### config.mk
export PLATFORM = sky130hd
export DESIGN_NAME = refcounted_block_pool_allocator_unit
export DESIGN_NICKNAME = d
export VERILOG_FILES = /design/src/sv/rbpa_pkg.sv /design/src/sv/rbpa_free_scan.sv /design/src/sv/rbpa_ref_store.sv /design/src/sv/refcounted_block_pool_allocator_unit.sv
export SDC_FILE = /design/constraint.sdc
export NUM_CORES = 2
export LEC_CHECK = 0
export BUFFER_PORTS_ARGS = -buffer_cell sky130_fd_sc_hd__clkbuf_2
export CORE_UTILIZATION = 27
export DETAILED_ROUTE_END_ITERATION = 10
export PLACE_DENSITY_LB_ADDON = 0.08
export SETUP_SLACK_MARGIN = 0.4
export SYNTH_ARGS = -nofsm -noshare
export SYNTH_HDL_FRONTEND = slang
export SYNTH_SLANG_ARGS = --single-unit
### constraint.sdc
create_clock -name i_clk -period 27.7 [get_ports i_clk]
set_clock_uncertainty 0.1 [all_clocks]
set_input_delay 5.54 -clock i_clk [delete_from_list [all_inputs] [get_ports i_clk]]
set_output_delay 5.54 -clock i_clk [all_outputs]
set_load 0.02 [all_outputs]
### src/sv/rbpa_pkg.sv
// Shared types, sizes and helpers for the reference-counted block pool allocator.
package rbpa_pkg;

    localparam int POOL_BLOCKS = 192;
    localparam int REF_BITS    = 8;
    localparam int MAP_WORDS   = (POOL_BLOCKS + 31) / 32;
    localparam int ADDR_W      = $clog2(POOL_BLOCKS);
    localparam int BLK_W       = 8;
    localparam int CNT_W       = 8;
    localparam int IN_TDATA_W  = 16;
    localparam int OUT_TDATA_W = 40;

    localparam logic [REF_BITS-1:0] REF_MAX = {REF_BITS{1'b1}};
    localparam logic [REF_BITS-1:0] REF_ONE = REF_BITS'(1);

    typedef enum logic [1:0] {
        OP_ALLOC   = 2'd0,
        OP_RELEASE = 2'd1,
        OP_ADDREF  = 2'd2,
        OP_PEEK    = 2'd3
    } t_op;

    typedef enum logic [1:0] {
        ST_OK    = 2'd0,
        ST_EMPTY = 2'd1,
        ST_BAD   = 2'd2
    } t_status;

    // Count store write / valid-bit update request
    typedef struct packed {
        logic                we;
        logic                set_valid;
        logic                clr_valid;
        logic [ADDR_W-1:0]   addr;
        logic [REF_BITS-1:0] data;
    } t_ref_wr;

    // Result of the free-map scan
    typedef struct packed {
        logic             found;
        logic [BLK_W-1:0] blk;
    } t_scan;

    // Highest set bit of one map word
    function automatic logic [4:0] hi_bit(input logic [31:0] w);
        logic [4:0] idx;
        idx = 5'd0;
        for (int b = 0; b < 32; b++) begin
            if (w[b]) idx = 5'(b);
        end
        return idx;
    endfunction

    // Count widened to the 8-bit result field, saturated
    function automatic logic [7:0] ref_to_out(input logic [REF_BITS-1:0] c);
        logic [15:0] w;
        w = 16'(c);
        return (w > 16'd255) ? 8'hFF : w[7:0];
    endfunction

endpackage

### src/sv/rbpa_free_scan.sv
// Free-map priority scan: lowest word holding a free block, highest free bit in it.
module rbpa_free_scan (
    input  logic [rbpa_pkg::POOL_BLOCKS-1:0] i_free_map,
    output rbpa_pkg::t_scan                  o_scan
);
    import rbpa_pkg::*;

    logic [MAP_WORDS*32-1:0] free_pad;
    logic [MAP_WORDS-1:0]    word_any;
    logic [4:0]              word_hi [MAP_WORDS];

    assign free_pad = (MAP_WORDS*32)'(i_free_map);

    always_comb begin
        for (int w = 0; w < MAP_WORDS; w++) begin
            word_any[w] = |free_pad[w*32 +: 32];
            word_hi[w]  = hi_bit(free_pad[w*32 +: 32]);
        end
    end

    // Walk down so the lowest non-empty word wins
    always_comb begin
        o_scan.found = 1'b0;
        o_scan.blk   = '0;
        for (int w = MAP_WORDS - 1; w >= 0; w--) begin
            if (word_any[w]) begin
                o_scan.found = 1'b1;
                o_scan.blk   = BLK_W'(w * 32 + int'(word_hi[w]));
            end
        end
    end

endmodule

### src/sv/rbpa_ref_store.sv
// Reference count memory with per-block valid bits and a registered, bypassed read.
module rbpa_ref_store (
    input  logic                             i_clk,
    input  logic                             i_rst_n,
    input  logic                             i_clear_all,
    input  logic                             i_rd_en,
    input  logic [rbpa_pkg::ADDR_W-1:0]      i_rd_addr,
    input  rbpa_pkg::t_ref_wr                i_wr,
    output logic [rbpa_pkg::REF_BITS-1:0]    o_rd_data,
    output logic [rbpa_pkg::POOL_BLOCKS-1:0] o_valid
);
    import rbpa_pkg::*;

    logic [REF_BITS-1:0]    r_mem [POOL_BLOCKS];
    logic [REF_BITS-1:0]    r_rd_data;
    logic [POOL_BLOCKS-1:0] r_valid;

    always_ff @(posedge i_clk) begin
        if (i_wr.we) begin
            r_mem[i_wr.addr] <= i_wr.data;
        end
        // same-edge write to the address being read is forwarded
        if (i_rd_en) begin
            if (i_wr.we && (i_wr.addr == i_rd_addr)) begin
                r_rd_data <= i_wr.data;
            end else begin
                r_rd_data <= r_mem[i_rd_addr];
            end
        end
    end

    // a valid bit marks a block with a nonzero count
    always_ff @(posedge i_clk) begin
        if (!i_rst_n || i_clear_all) begin
            r_valid <= '0;
        end else if (i_wr.set_valid) begin
            r_valid[i_wr.addr] <= 1'b1;
        end else if (i_wr.clr_valid) begin
            r_valid[i_wr.addr] <= 1'b0;
        end
    end

    assign o_rd_data = r_rd_data;
    assign o_valid   = r_valid;

endmodule

### src/sv/refcounted_block_pool_allocator_unit.sv
// Top level of the reference-counted block pool allocator.
//
//  channel   dir  handshake                       payload
//  s_axis    in   i_s_axis_tvalid/o_s_axis_tready op, block_number
//  m_axis    out  o_m_axis_tvalid/i_m_axis_tready granted, status, in use, peak, refs
//  cfg       in   i_cfg_valid/o_cfg_ready         pool_size
//
// One request per cycle sustained while the output is not stalled; each beat loads the request
// and count read registers, and the result register loads when the request stage advances.
// Reset is synchronous, active low, and leaves every block busy with a pool size of zero.
// A stalled output holds the request stage, which in turn drops o_s_axis_tready.
module refcounted_block_pool_allocator_unit (
    input  logic                               i_clk,
    input  logic                               i_rst_n,
    input  logic                               i_s_axis_tvalid,
    output logic                               o_s_axis_tready,
    // [1:0] operation, [9:2] block_number
    input  logic [rbpa_pkg::IN_TDATA_W-1:0]    i_s_axis_tdata,
    output logic                               o_m_axis_tvalid,
    input  logic                               i_m_axis_tready,
    // [7:0] granted_block, [9:8] status, [17:10] blocks_in_use,
    // [25:18] peak_in_use, [33:26] refs_after
    output logic [rbpa_pkg::OUT_TDATA_W-1:0]   o_m_axis_tdata,
    input  logic                               i_cfg_valid,
    output logic                               o_cfg_ready,
    input  logic [7:0]                         i_cfg_data       // [7:0] pool_size
);
    import rbpa_pkg::*;

    // request stage
    logic             r_a_valid;
    t_op              r_a_op;
    logic [BLK_W-1:0] r_a_blk;

    // result register
    logic             r_o_valid;
    logic [BLK_W-1:0] r_o_granted;
    t_status          r_o_status;
    logic [CNT_W-1:0] r_o_in_use;
    logic [CNT_W-1:0] r_o_peak;
    logic [7:0]       r_o_refs;

    logic [POOL_BLOCKS-1:0] r_free_map, n_free_map;
    logic [CNT_W-1:0]       r_in_use,   n_in_use;
    logic [CNT_W-1:0]       r_peak,     n_peak;

    logic                   s_beat, cfg_beat, a_adv;
    t_scan                  scan;
    t_ref_wr                wr, wr_gated;
    logic [REF_BITS-1:0]    cnt_cur;
    logic [POOL_BLOCKS-1:0] valid_vec;
    logic                   in_range, blk_valid;
    logic [ADDR_W-1:0]      a_addr;
    logic [BLK_W-1:0]       n_granted;
    t_status                n_status;
    logic [7:0]             n_refs;
    logic [15:0]            seed_n;

    assign cfg_beat        = i_cfg_valid && o_cfg_ready;
    assign o_cfg_ready     = 1'b1;
    assign a_adv           = r_a_valid && (!r_o_valid || i_m_axis_tready);
    assign o_s_axis_tready = !r_a_valid || a_adv;
    assign s_beat          = i_s_axis_tvalid && o_s_axis_tready;

    rbpa_free_scan u_scan (
        .i_free_map (r_free_map),
        .o_scan     (scan)
    );

    assign wr_gated = a_adv ? wr : '0;

    rbpa_ref_store u_store (
        .i_clk       (i_clk),
        .i_rst_n     (i_rst_n),
        .i_clear_all (cfg_beat),
        .i_rd_en     (s_beat),
        .i_rd_addr   (ADDR_W'(i_s_axis_tdata[9:2])),
        .i_wr        (wr_gated),
        .o_rd_data   (cnt_cur),
        .o_valid     (valid_vec)
    );

    assign a_addr    = ADDR_W'(r_a_blk);
    assign in_range  = int'(r_a_blk) < POOL_BLOCKS;
    assign blk_valid = in_range && valid_vec[a_addr];

    always_comb begin
        n_free_map = r_free_map;
        n_in_use   = r_in_use;
        n_peak     = r_peak;
        n_granted  = r_a_blk;
        n_status   = ST_OK;
        n_refs     = 8'd0;
        wr         = '0;
        wr.addr    = a_addr;

        case (r_a_op)
            OP_ALLOC: begin
                n_granted = '0;
                if (scan.found) begin
                    n_granted                    = scan.blk;
                    n_free_map[ADDR_W'(scan.blk)] = 1'b0;
                    wr.we        = 1'b1;
                    wr.set_valid = 1'b1;
                    wr.addr      = ADDR_W'(scan.blk);
                    wr.data      = REF_ONE;
                    if (r_in_use != {CNT_W{1'b1}}) n_in_use = r_in_use + 1'b1;
                    if (n_in_use > r_peak) n_peak = n_in_use;
                    n_refs = 8'd1;
                end else begin
                    n_status = ST_EMPTY;
                end
            end
            OP_RELEASE: begin
                if (!blk_valid) begin
                    n_status = ST_BAD;
                end else if (cnt_cur > REF_ONE) begin
                    wr.we   = 1'b1;
                    wr.data = cnt_cur - 1'b1;
                    n_refs  = ref_to_out(wr.data);
                end else begin
                    // last reference: block goes back to the free map
                    wr.clr_valid       = 1'b1;
                    n_free_map[a_addr] = 1'b1;
                    if (r_in_use != '0) n_in_use = r_in_use - 1'b1;
                end
            end
            OP_ADDREF: begin
                if (!blk_valid) begin
                    n_status = ST_BAD;
                end else begin
                    wr.we   = 1'b1;
                    wr.data = (cnt_cur == REF_MAX) ? cnt_cur : cnt_cur + 1'b1;
                    n_refs  = ref_to_out(wr.data);
                end
            end
            default: begin
                if (blk_valid) n_refs = ref_to_out(cnt_cur);
            end
        endcase
    end

    assign seed_n = (int'(i_cfg_data) > POOL_BLOCKS) ? 16'(POOL_BLOCKS) : 16'(i_cfg_data);

    always_ff @(posedge i_clk) begin
        if (!i_rst_n) begin
            r_free_map <= '0;
            r_in_use   <= '0;
            r_peak     <= '0;
        end else if (cfg_beat) begin
            for (int i = 0; i < POOL_BLOCKS; i++) begin
                r_free_map[i] <= (16'(i) < seed_n);
            end
            r_in_use <= '0;
        end else if (a_adv) begin
            r_free_map <= n_free_map;
            r_in_use   <= n_in_use;
            r_peak     <= n_peak;
        end
    end

    always_ff @(posedge i_clk) begin
        if (!i_rst_n) begin
            r_a_valid <= 1'b0;
            r_o_valid <= 1'b0;
        end else begin
            if (s_beat) begin
                r_a_valid <= 1'b1;
            end else if (a_adv) begin
                r_a_valid <= 1'b0;
            end
            if (a_adv) begin
                r_o_valid <= 1'b1;
            end else if (i_m_axis_tready) begin
                r_o_valid <= 1'b0;
            end
        end
    end

    always_ff @(posedge i_clk) begin
        if (s_beat) begin
            r_a_op  <= t_op'(i_s_axis_tdata[1:0]);
            r_a_blk <= i_s_axis_tdata[9:2];
        end
        if (a_adv) begin
            r_o_granted <= n_granted;
            r_o_status  <= n_status;
            r_o_in_use  <= n_in_use;
            r_o_peak    <= n_peak;
            r_o_refs    <= n_refs;
        end
    end

    assign o_m_axis_tvalid = r_o_valid;
    assign o_m_axis_tdata  = {6'd0, r_o_refs, r_o_peak, r_o_in_use,
                              r_o_status, r_o_granted};

endmodule
### Word-level counts from Yosys, hierarchy flattened

Memories as Yosys holds them, arrays and structs flattened. A register that Yosys moved wholly into a read port is not among the register bits.
Cells that the tools add are included.
Widths: inputs -> output; s select.

| operators by class | value |
|---|---|
| reductions and logical operators | 29 |
| eq/ne operators | 7 |
| muxes and demuxes | 251 |
| $add $sub $neg | 9 |
| bitwise gates (word level) | 8 |
| magnitude comparators | 202 |

Operators by type and width:

| cell | number |
|---|---|
| $mux 192 | 7 |
| $lt 7x8->1 const A | 64 |
| $lt 8x8->1 const A | 64 |
| $mux 5 | 96 |
| $and 192x192->192 | 2 |
| $not 192->192 | 2 |
| $or 192x192->192 | 2 |
| $pmux 192 s2 | 1 |
| $lt 6x8->1 const A | 32 |
| $mux 4 | 48 |
| $reduce_or 32->1 | 6 |
| $mux 8 | 19 |
| $lt 5x8->1 const A | 16 |
| $mux 3 | 24 |
| $lt 4x8->1 const A | 8 |
| $mux 9 | 6 |
| $pmux 8 s3 | 2 |
| $lt 3x8->1 const A | 4 |
| $mux 2 | 14 |
| $lt 8x9->1 const B | 3 |
| $mux 1 | 25 |
| $demux 1 s8 | 3 |
| $ge 8x1->1 const B | 3 |
| $mux 19 | 1 |
| 32 further kinds | 54 |

| storage, ports and cells | value |
|---|---|
| memories kept | 1 |
| output and inout port bits | 43 |
| register bits | 446 |
| logic and storage cells | 520 |
| input port bits | 29 |
| memory bits (writable) | 1536 |

Memories:

| memory | words | width | rd ports | clocked after memory_dff | wr ports | RTL line | text |
|---|---|---|---|---|---|---|---|
| u_store.r_mem | 192 | 8 | 1 | 1 | 1 | rbpa_ref_store.sv:14 | `logic [REF_BITS-1:0] r_mem [POOL_BLOCKS];` |

### Longest topological paths before layout

| depth | value |
|---|---|
| depth after elaboration | 49 |
| gate-level depth with buffers | 16 |
| mapped depth without buffers | 15 |

### Modules after synthesis

A second synthesis with hierarchy kept.

| second synthesis, totals | value |
|---|---|
| cells, all modules | 6223 |
| area total of the unflattened synthesis | 86855.8 um^2 |

Modules (own cells, without submodules):

| module | sequential area each (um^2) | instances | area an instance (um^2) | cells each |
|---|---|---|---|---|
| rbpa_ref_store | 50208.2 | 1 | 67014.3 | 3582 |
| refcounted_block_pool_allocator_unit | 5525.3 | 1 | 17332.9 | 2239 |
| rbpa_free_scan | 0.0 | 1 | 2508.7 | 402 |

### Worst setup path after synthesis

No wires, ideal clock.

| timing | value |
|---|---|
| kind | input to register |
| start point | input port i_m_axis_tready |
| end point | memory u_store.r_mem[0][0], data pin |
| cell stages on the path | 5 |
| arrival | 13.587 ns |
| setup time | 1.631 ns |
| slack | 12.382 ns |
| data required time | 25.969 ns |
| path buffers | 2 |
| cell sequence | nand2b_1 > nand2_1 > clkbuf_1 > clkbuf_1 > nor3_1 |

RTL lines:

| element | RTL line | text |
|---|---|---|
| start, declared | refcounted_block_pool_allocator_unit.sv:20 | `input logic i_m_axis_tready,` |
| end, declared | rbpa_ref_store.sv:14 |  |

### Final worst setup path

| timing | value |
|---|---|
| start point | input port i_m_axis_tready |
| end point | output port o_s_axis_tready |

| between the ends | value |
|---|---|
| cells in the longest elaborated chain, start to end | 3 |

Ends and longest elaborated chain:

| element | RTL line | text |
|---|---|---|
| $logic_or 1x1->1 | refcounted_block_pool_allocator_unit.sv:61 | `assign a_adv = r_a_valid && (!r_o_valid \|\| i_m_axis_tready);` |
| $logic_and 1x1->1 | refcounted_block_pool_allocator_unit.sv:61 |  |
| $logic_or 1x1->1 | refcounted_block_pool_allocator_unit.sv:62 | `assign o_s_axis_tready = !r_a_valid \|\| a_adv;` |
| end, declared | refcounted_block_pool_allocator_unit.sv:16 | `output logic o_s_axis_tready,` |

Every way passes these cells.

==> impl_metrics.xml <==
<?xml version="1.0" encoding="UTF-8"?>
<metrics>
  <group name="floorplanning">
    <metric name="die_h" unit="um">567.8</metric>
    <metric name="floorplan.initialDensity" unit="%">27.16</metric>
    <metric name="coreArea" unit="um^2">318300</metric>
    <metric name="die_x" unit="um">567.8</metric>
    <metric name="fp-row-count" unit="">207</metric>
    <metric name="floorplan.io_pins" unit="">72</metric>
    <metric name="floorplan.die_area" unit="um^2">322400</metric>
  </group>
  <group name="global_routing">
    <metric name="global_route.overflow_total" unit="">0</metric>
    <metric name="first_global_vias" unit="">55430</metric>
    <metric name="total_routing_usage_gr" unit="%">19.25</metric>
    <metric name="largest_net_degree_at_the_start_of_global_routing" unit="">194</metric>
    <metric name="wire_length_of_the_first_global_routing_pass" unit="mm">448.5</metric>
    <metric name="initial_antenna_violation_count" unit="">29</metric>
  </group>
  <group name="min_path">
    <metric name="hp-class" unit="">reg -&gt; reg</metric>
    <metric name="worstHoldPathCells" unit="">2</metric>
  </group>
  <group name="synthesis">
    <metric name="synth_edf_count" unit="">1588</metric>
    <metric name="ys_warn_count" unit="">0</metric>
    <metric name="synth_top_area_share" unit="%">55.16</metric>
    <metric name="post_synth_inst_count" unit="">6030</metric>
    <metric name="synth-main-ff-cell" unit="">sky130_fd_sc_hd__edfxtp_1</metric>
    <metric name="synthesis.area" unit="um^2">86450</metric>
    <metric name="synthArstFlopShare" unit="%">0</metric>
    <metric name="ys_seq_area_share" unit="%">64.47</metric>
    <metric name="average_instance_area_after_synthesis" unit="um^2">14.34</metric>
    <metric name="synth_cell_types" unit="">89</metric>
    <metric name="synth_top_cells_by_area" unit="">sky130_fd_sc_hd__edfxtp_1 55%, sky130_fd_sc_hd__mux4_2 14%, sky130_fd_sc_hd__dfxtp_1 9.3%</metric>
    <metric name="synth.largest_area_cell" unit="">sky130_fd_sc_hd__edfxtp_1</metric>
    <metric name="yosys_register_bits" unit="">1990</metric>
  </group>
  <group name="clock_network">
    <metric name="htreeDepth" unit="">4</metric>
    <metric name="cts.sinks" unit="">1990</metric>
    <metric name="cts-buffers-inserted" unit="">232</metric>
    <metric name="max-clock-path-buffers" unit="">4</metric>
    <metric name="cts_repair_resize_count" unit="">0</metric>
    <metric name="postCtsSetupBuffers" unit="">0</metric>
    <metric name="tritoncts" unit="">yes</metric>
    <metric name="clk-insertion-delay-late" unit="ps">940</metric>
    <metric name="cts-hold-fix-buffers" unit="">0</metric>
    <metric name="clock_root_buffer" unit="">sky130_fd_sc_hd__clkbuf_16</metric>
    <metric name="worst_setup_hold_path_clk_slew" unit="ps">60</metric>
  </group>
  <group name="worst_setup_path">
    <metric name="largest_driver_fanout_on_the_critical_path" unit="">3</metric>
    <metric name="critPathMaxStageDelay" unit="ps">200</metric>
    <metric name="crit_required" unit="ps">22060</metric>
    <metric name="crit_path_start_kind" unit="">input port</metric>
    <metric name="worstSetupEndpointType" unit="">primary output</metric>
    <metric name="cpMostUsedCell" unit="">sky130_fd_sc_hd__clkbuf_2</metric>
    <metric name="cp_slowest_cell" unit="">sky130_fd_sc_hd__nor2b_1</metric>
    <metric name="kind_of_cell_adding_the_most_delay_to_the_critical_path" unit="">simple AND/OR/NAND/NOR gates</metric>
    <metric name="rr_worst_depth" unit="">13</metric>
    <metric name="path_class" unit="">in -&gt; out</metric>
    <metric name="rr_startpoint" unit="">a_addr[0]</metric>
    <metric name="cp.buffers_inverters" unit="">2</metric>
    <metric name="worstReg2RegEnd" unit="">u_store.r_mem[168][0]</metric>
    <metric name="path_cells" unit="">clkbuf_2 -&gt; nor2b_1 -&gt; nand2_1 -&gt; clkbuf_2</metric>
    <metric name="timing.critical_path.arrival" unit="ps">6080</metric>
    <metric name="regToRegSetupSlack" unit="ps">20440</metric>
  </group>
  <group name="layout">
    <metric name="register_area" unit="um^2">55730</metric>
    <metric name="final_cell_area" unit="um^2">98930</metric>
    <metric name="layout.cells.most_common_list" unit="">1588 x sky130_fd_sc_hd__edfxtp_1, 654 x sky130_fd_sc_hd__o21ai_0, 532 x sky130_fd_sc_hd__mux4_2</metric>
    <metric name="fraction_of_final_layout_cells_sized_beyond_drive_strength_1" unit="%">19.41</metric>
    <metric name="multi_input_area" unit="um^2">28820</metric>
    <metric name="nets" unit="">6047</metric>
    <metric name="final_common_cell" unit="">sky130_fd_sc_hd__edfxtp_1</metric>
    <metric name="n_fill_cell" unit="">31340</metric>
    <metric name="area.growth.synth_to_final" unit="%">14.43</metric>
  </group>
  <group name="place">
    <metric name="dpl.hpwl" unit="mm">190.0</metric>
    <metric name="routabilityCongestion" unit="">0.8416</metric>
    <metric name="port-buffer-count" unit="">58</metric>
    <metric name="placed_cell_area" unit="um^2">91660</metric>
    <metric name="worst_setup_slack_after_placement" unit="ps">16000</metric>
  </group>
  <group name="timing">
    <metric name="grt_setup_unrepaired" unit="">no</metric>
    <metric name="hold_slack" unit="ps">371.1</metric>
    <metric name="worst_slew_pin_slew" unit="ps">1395</metric>
    <metric name="setup_viol" unit="">0</metric>
    <metric name="final.min_clock_period" unit="ps">11720</metric>
    <metric name="report.final.slew_viol_count" unit="">0</metric>
    <metric name="fmax" unit="GHz">0.08532</metric>
    <metric name="setup_tns" unit="ps">0</metric>
    <metric name="period_share" unit="%">42.31</metric>
    <metric name="worst_slew_margin_rel" unit="%">5.790</metric>
    <metric name="setup_slack" unit="ps">15980</metric>
    <metric name="finalHoldViolations" unit="">0</metric>
  </group>
  <group name="route">
    <metric name="route.vias.total" unit="">56230</metric>
    <metric name="detail_route.wl_per_cell" unit="um">30.58</metric>
    <metric name="totalWireLength" unit="mm">317.5</metric>
    <metric name="drc" unit="">0</metric>
    <metric name="detail-route-antenna-nets" unit="">0</metric>
    <metric name="detail_route.vias_per_cell" unit="">5.417</metric>
    <metric name="detail_route.iter0.violations" unit="">5649</metric>
    <metric name="total_iterations_of_the_first_detailed_routing_run" unit="">6</metric>
  </group>
  <group name="power">
    <metric name="post-layout-total-power" unit="mW">6.819</metric>
    <metric name="power_frac_seq" unit="%">48.0</metric>
    <metric name="pwr_density_cell" unit="nW/um^2">68.93</metric>
    <metric name="internal_power" unit="mW">5.099</metric>
    <metric name="pwr-share-clk" unit="%">43.8</metric>
    <metric name="reported_leakage_power" unit="nW">31.36</metric>
    <metric name="switching_part_of_the_total" unit="%">25.22</metric>
    <metric name="comb_power_share" unit="%">8.2</metric>
    <metric name="peakVddDrop" unit="uV">47.24</metric>
    <metric name="p_switching" unit="mW">1.720</metric>
  </group>
  <group name="outcome">
    <metric name="outcome" unit="">complete, no violations</metric>
  </group>
  <group name="job">
    <metric name="timing.max_cap.violations" unit="">0</metric>
  </group>
</metrics>
[power by group through the flow]
| stage | Clock (mW) | Combinational (mW) | Sequential, mW |
|---|---|---|---|
| after floorplan | 0 | 0.321 | 3.32 |
| after global placement | 0 | 0.564 | 3.33 |
| after detailed placement | 0 | 0.563 | 3.33 |
| after CTS | 3.07 | 0.565 | 3.27 |
| after global routing | 3.17 | 0.596 | 3.27 |
| final | 2.98 | 0.562 | 3.27 |
[worst max-delay path by stage]
stage / startpoint / cells past startpoint / to
6_report: i_m_axis_tready / 4 / o_s_axis_tready
5_1_grt: i_m_axis_tready / 4 / o_s_axis_tready
4_1_cts: i_m_axis_tready / 4 / o_s_axis_tready
3_5_place_dp: i_m_axis_tready / 4 / o_s_axis_tready
3_3_place_gp: i_m_axis_tready / 4 / o_s_axis_tready
2_1_floorplan: i_m_axis_tready / 5 / u_store.r_mem[0][0]
[worst register-to-register path, delay by kind of cell, from the launching register on]
kind	cells	cell delay, ps
buf+inv	3	1630
simple gates	7	3970
mux	1	400
compound gates	2	450
flops	1	320
[cells in the mapped netlist (14+ instances only)]
master / instances
sky130_fd_sc_hd__buf_1: 54
sky130_fd_sc_hd__buf_2: 35
sky130_fd_sc_hd__and2_1: 22
sky130_fd_sc_hd__a22oi_1: 20
sky130_fd_sc_hd__o21ai_0: 654
sky130_fd_sc_hd__nor2b_1: 21
sky130_fd_sc_hd__mux2i_1: 60
sky130_fd_sc_hd__nor4_1: 67
sky130_fd_sc_hd__ha_1: 18
sky130_fd_sc_hd__mux2_2: 19
sky130_fd_sc_hd__dfxtp_1: 402
sky130_fd_sc_hd__a21oi_1: 312
sky130_fd_sc_hd__nand4_1: 29
sky130_fd_sc_hd__edfxtp_1: 1588
sky130_fd_sc_hd__and3_1: 17
sky130_fd_sc_hd__a311o_1: 15
sky130_fd_sc_hd__nand2b_1: 28
sky130_fd_sc_hd__inv_1: 56
sky130_fd_sc_hd__a21o_1: 15
sky130_fd_sc_hd__o31ai_1: 30
sky130_fd_sc_hd__nor3_1: 147
sky130_fd_sc_hd__nand3_1: 61
sky130_fd_sc_hd__clkbuf_1: 393
sky130_fd_sc_hd__or2_2: 22
sky130_fd_sc_hd__a31oi_1: 178
sky130_fd_sc_hd__o311ai_0: 135
sky130_fd_sc_hd__nor2_1: 526
sky130_fd_sc_hd__o22ai_1: 74
sky130_fd_sc_hd__o21a_1: 14
sky130_fd_sc_hd__nand2_1: 245
sky130_fd_sc_hd__mux4_2: 532
[through the flow]
stage          utilization [%]  instances
6_report                 31.08      10380
4_1_cts                  31.07      10370
3_3_place_gp             28.80       9946
5_1_grt                  31.07      10370
2_1_floorplan                -       6035
3_5_place_dp             28.80       9946
[per-layer routing]
layer	up-vias	GRT usage [%]	share of wire (%)
li1	24120	-	-
met5	-	0	0
met1	29780	27.53	46
met4	0	4.738	2.5
met3	440	3.006	5.5
met2	1886	30.39	46
[layout make-up]
cell class                 instances  share of cell area (%)
tap                             4180                   5.287
timing repair buffer             226                   1.654
multi-input combinational       3490                   29.14
inverter                          60                  0.2365
sequential                      1990                   56.34
antenna                            8                 0.02024
clock buffer                     289                   6.230
clock inverter                   137                   1.098
[kinds of logic (layout without fill, tap and decap cells)]
kind of cell,after synthesis,after routing,synth area share [%]
AND/OR/NAND/NOR,1245,1245,6.621
flip-flops,1990,1990,64.47
other,2,15,0.008687
multiplexers,611,611,14.80
XOR/XNOR,6,6,0.06079
buffers and inverters,555,712,2.521
AO/OA/AOI/OAI,1603,1603,11.26
adder cells (fa/ha/maj),18,18,0.2605
[sequential cells by signal (all words and copies together) (netlist names), 2 cells and up, named ones only]
signal,count
r_o_in_use,8
r_o_status,2
u_store.o_rd_data,8
r_o_refs,8
u_store.r_mem,1536
r_free_map,192
r_o_peak,8
r_in_use,8
r_o_granted,8
r_peak,8
r_a_op,2
a_addr,8
No activity file was read; power rests on OpenSTA's default activity.
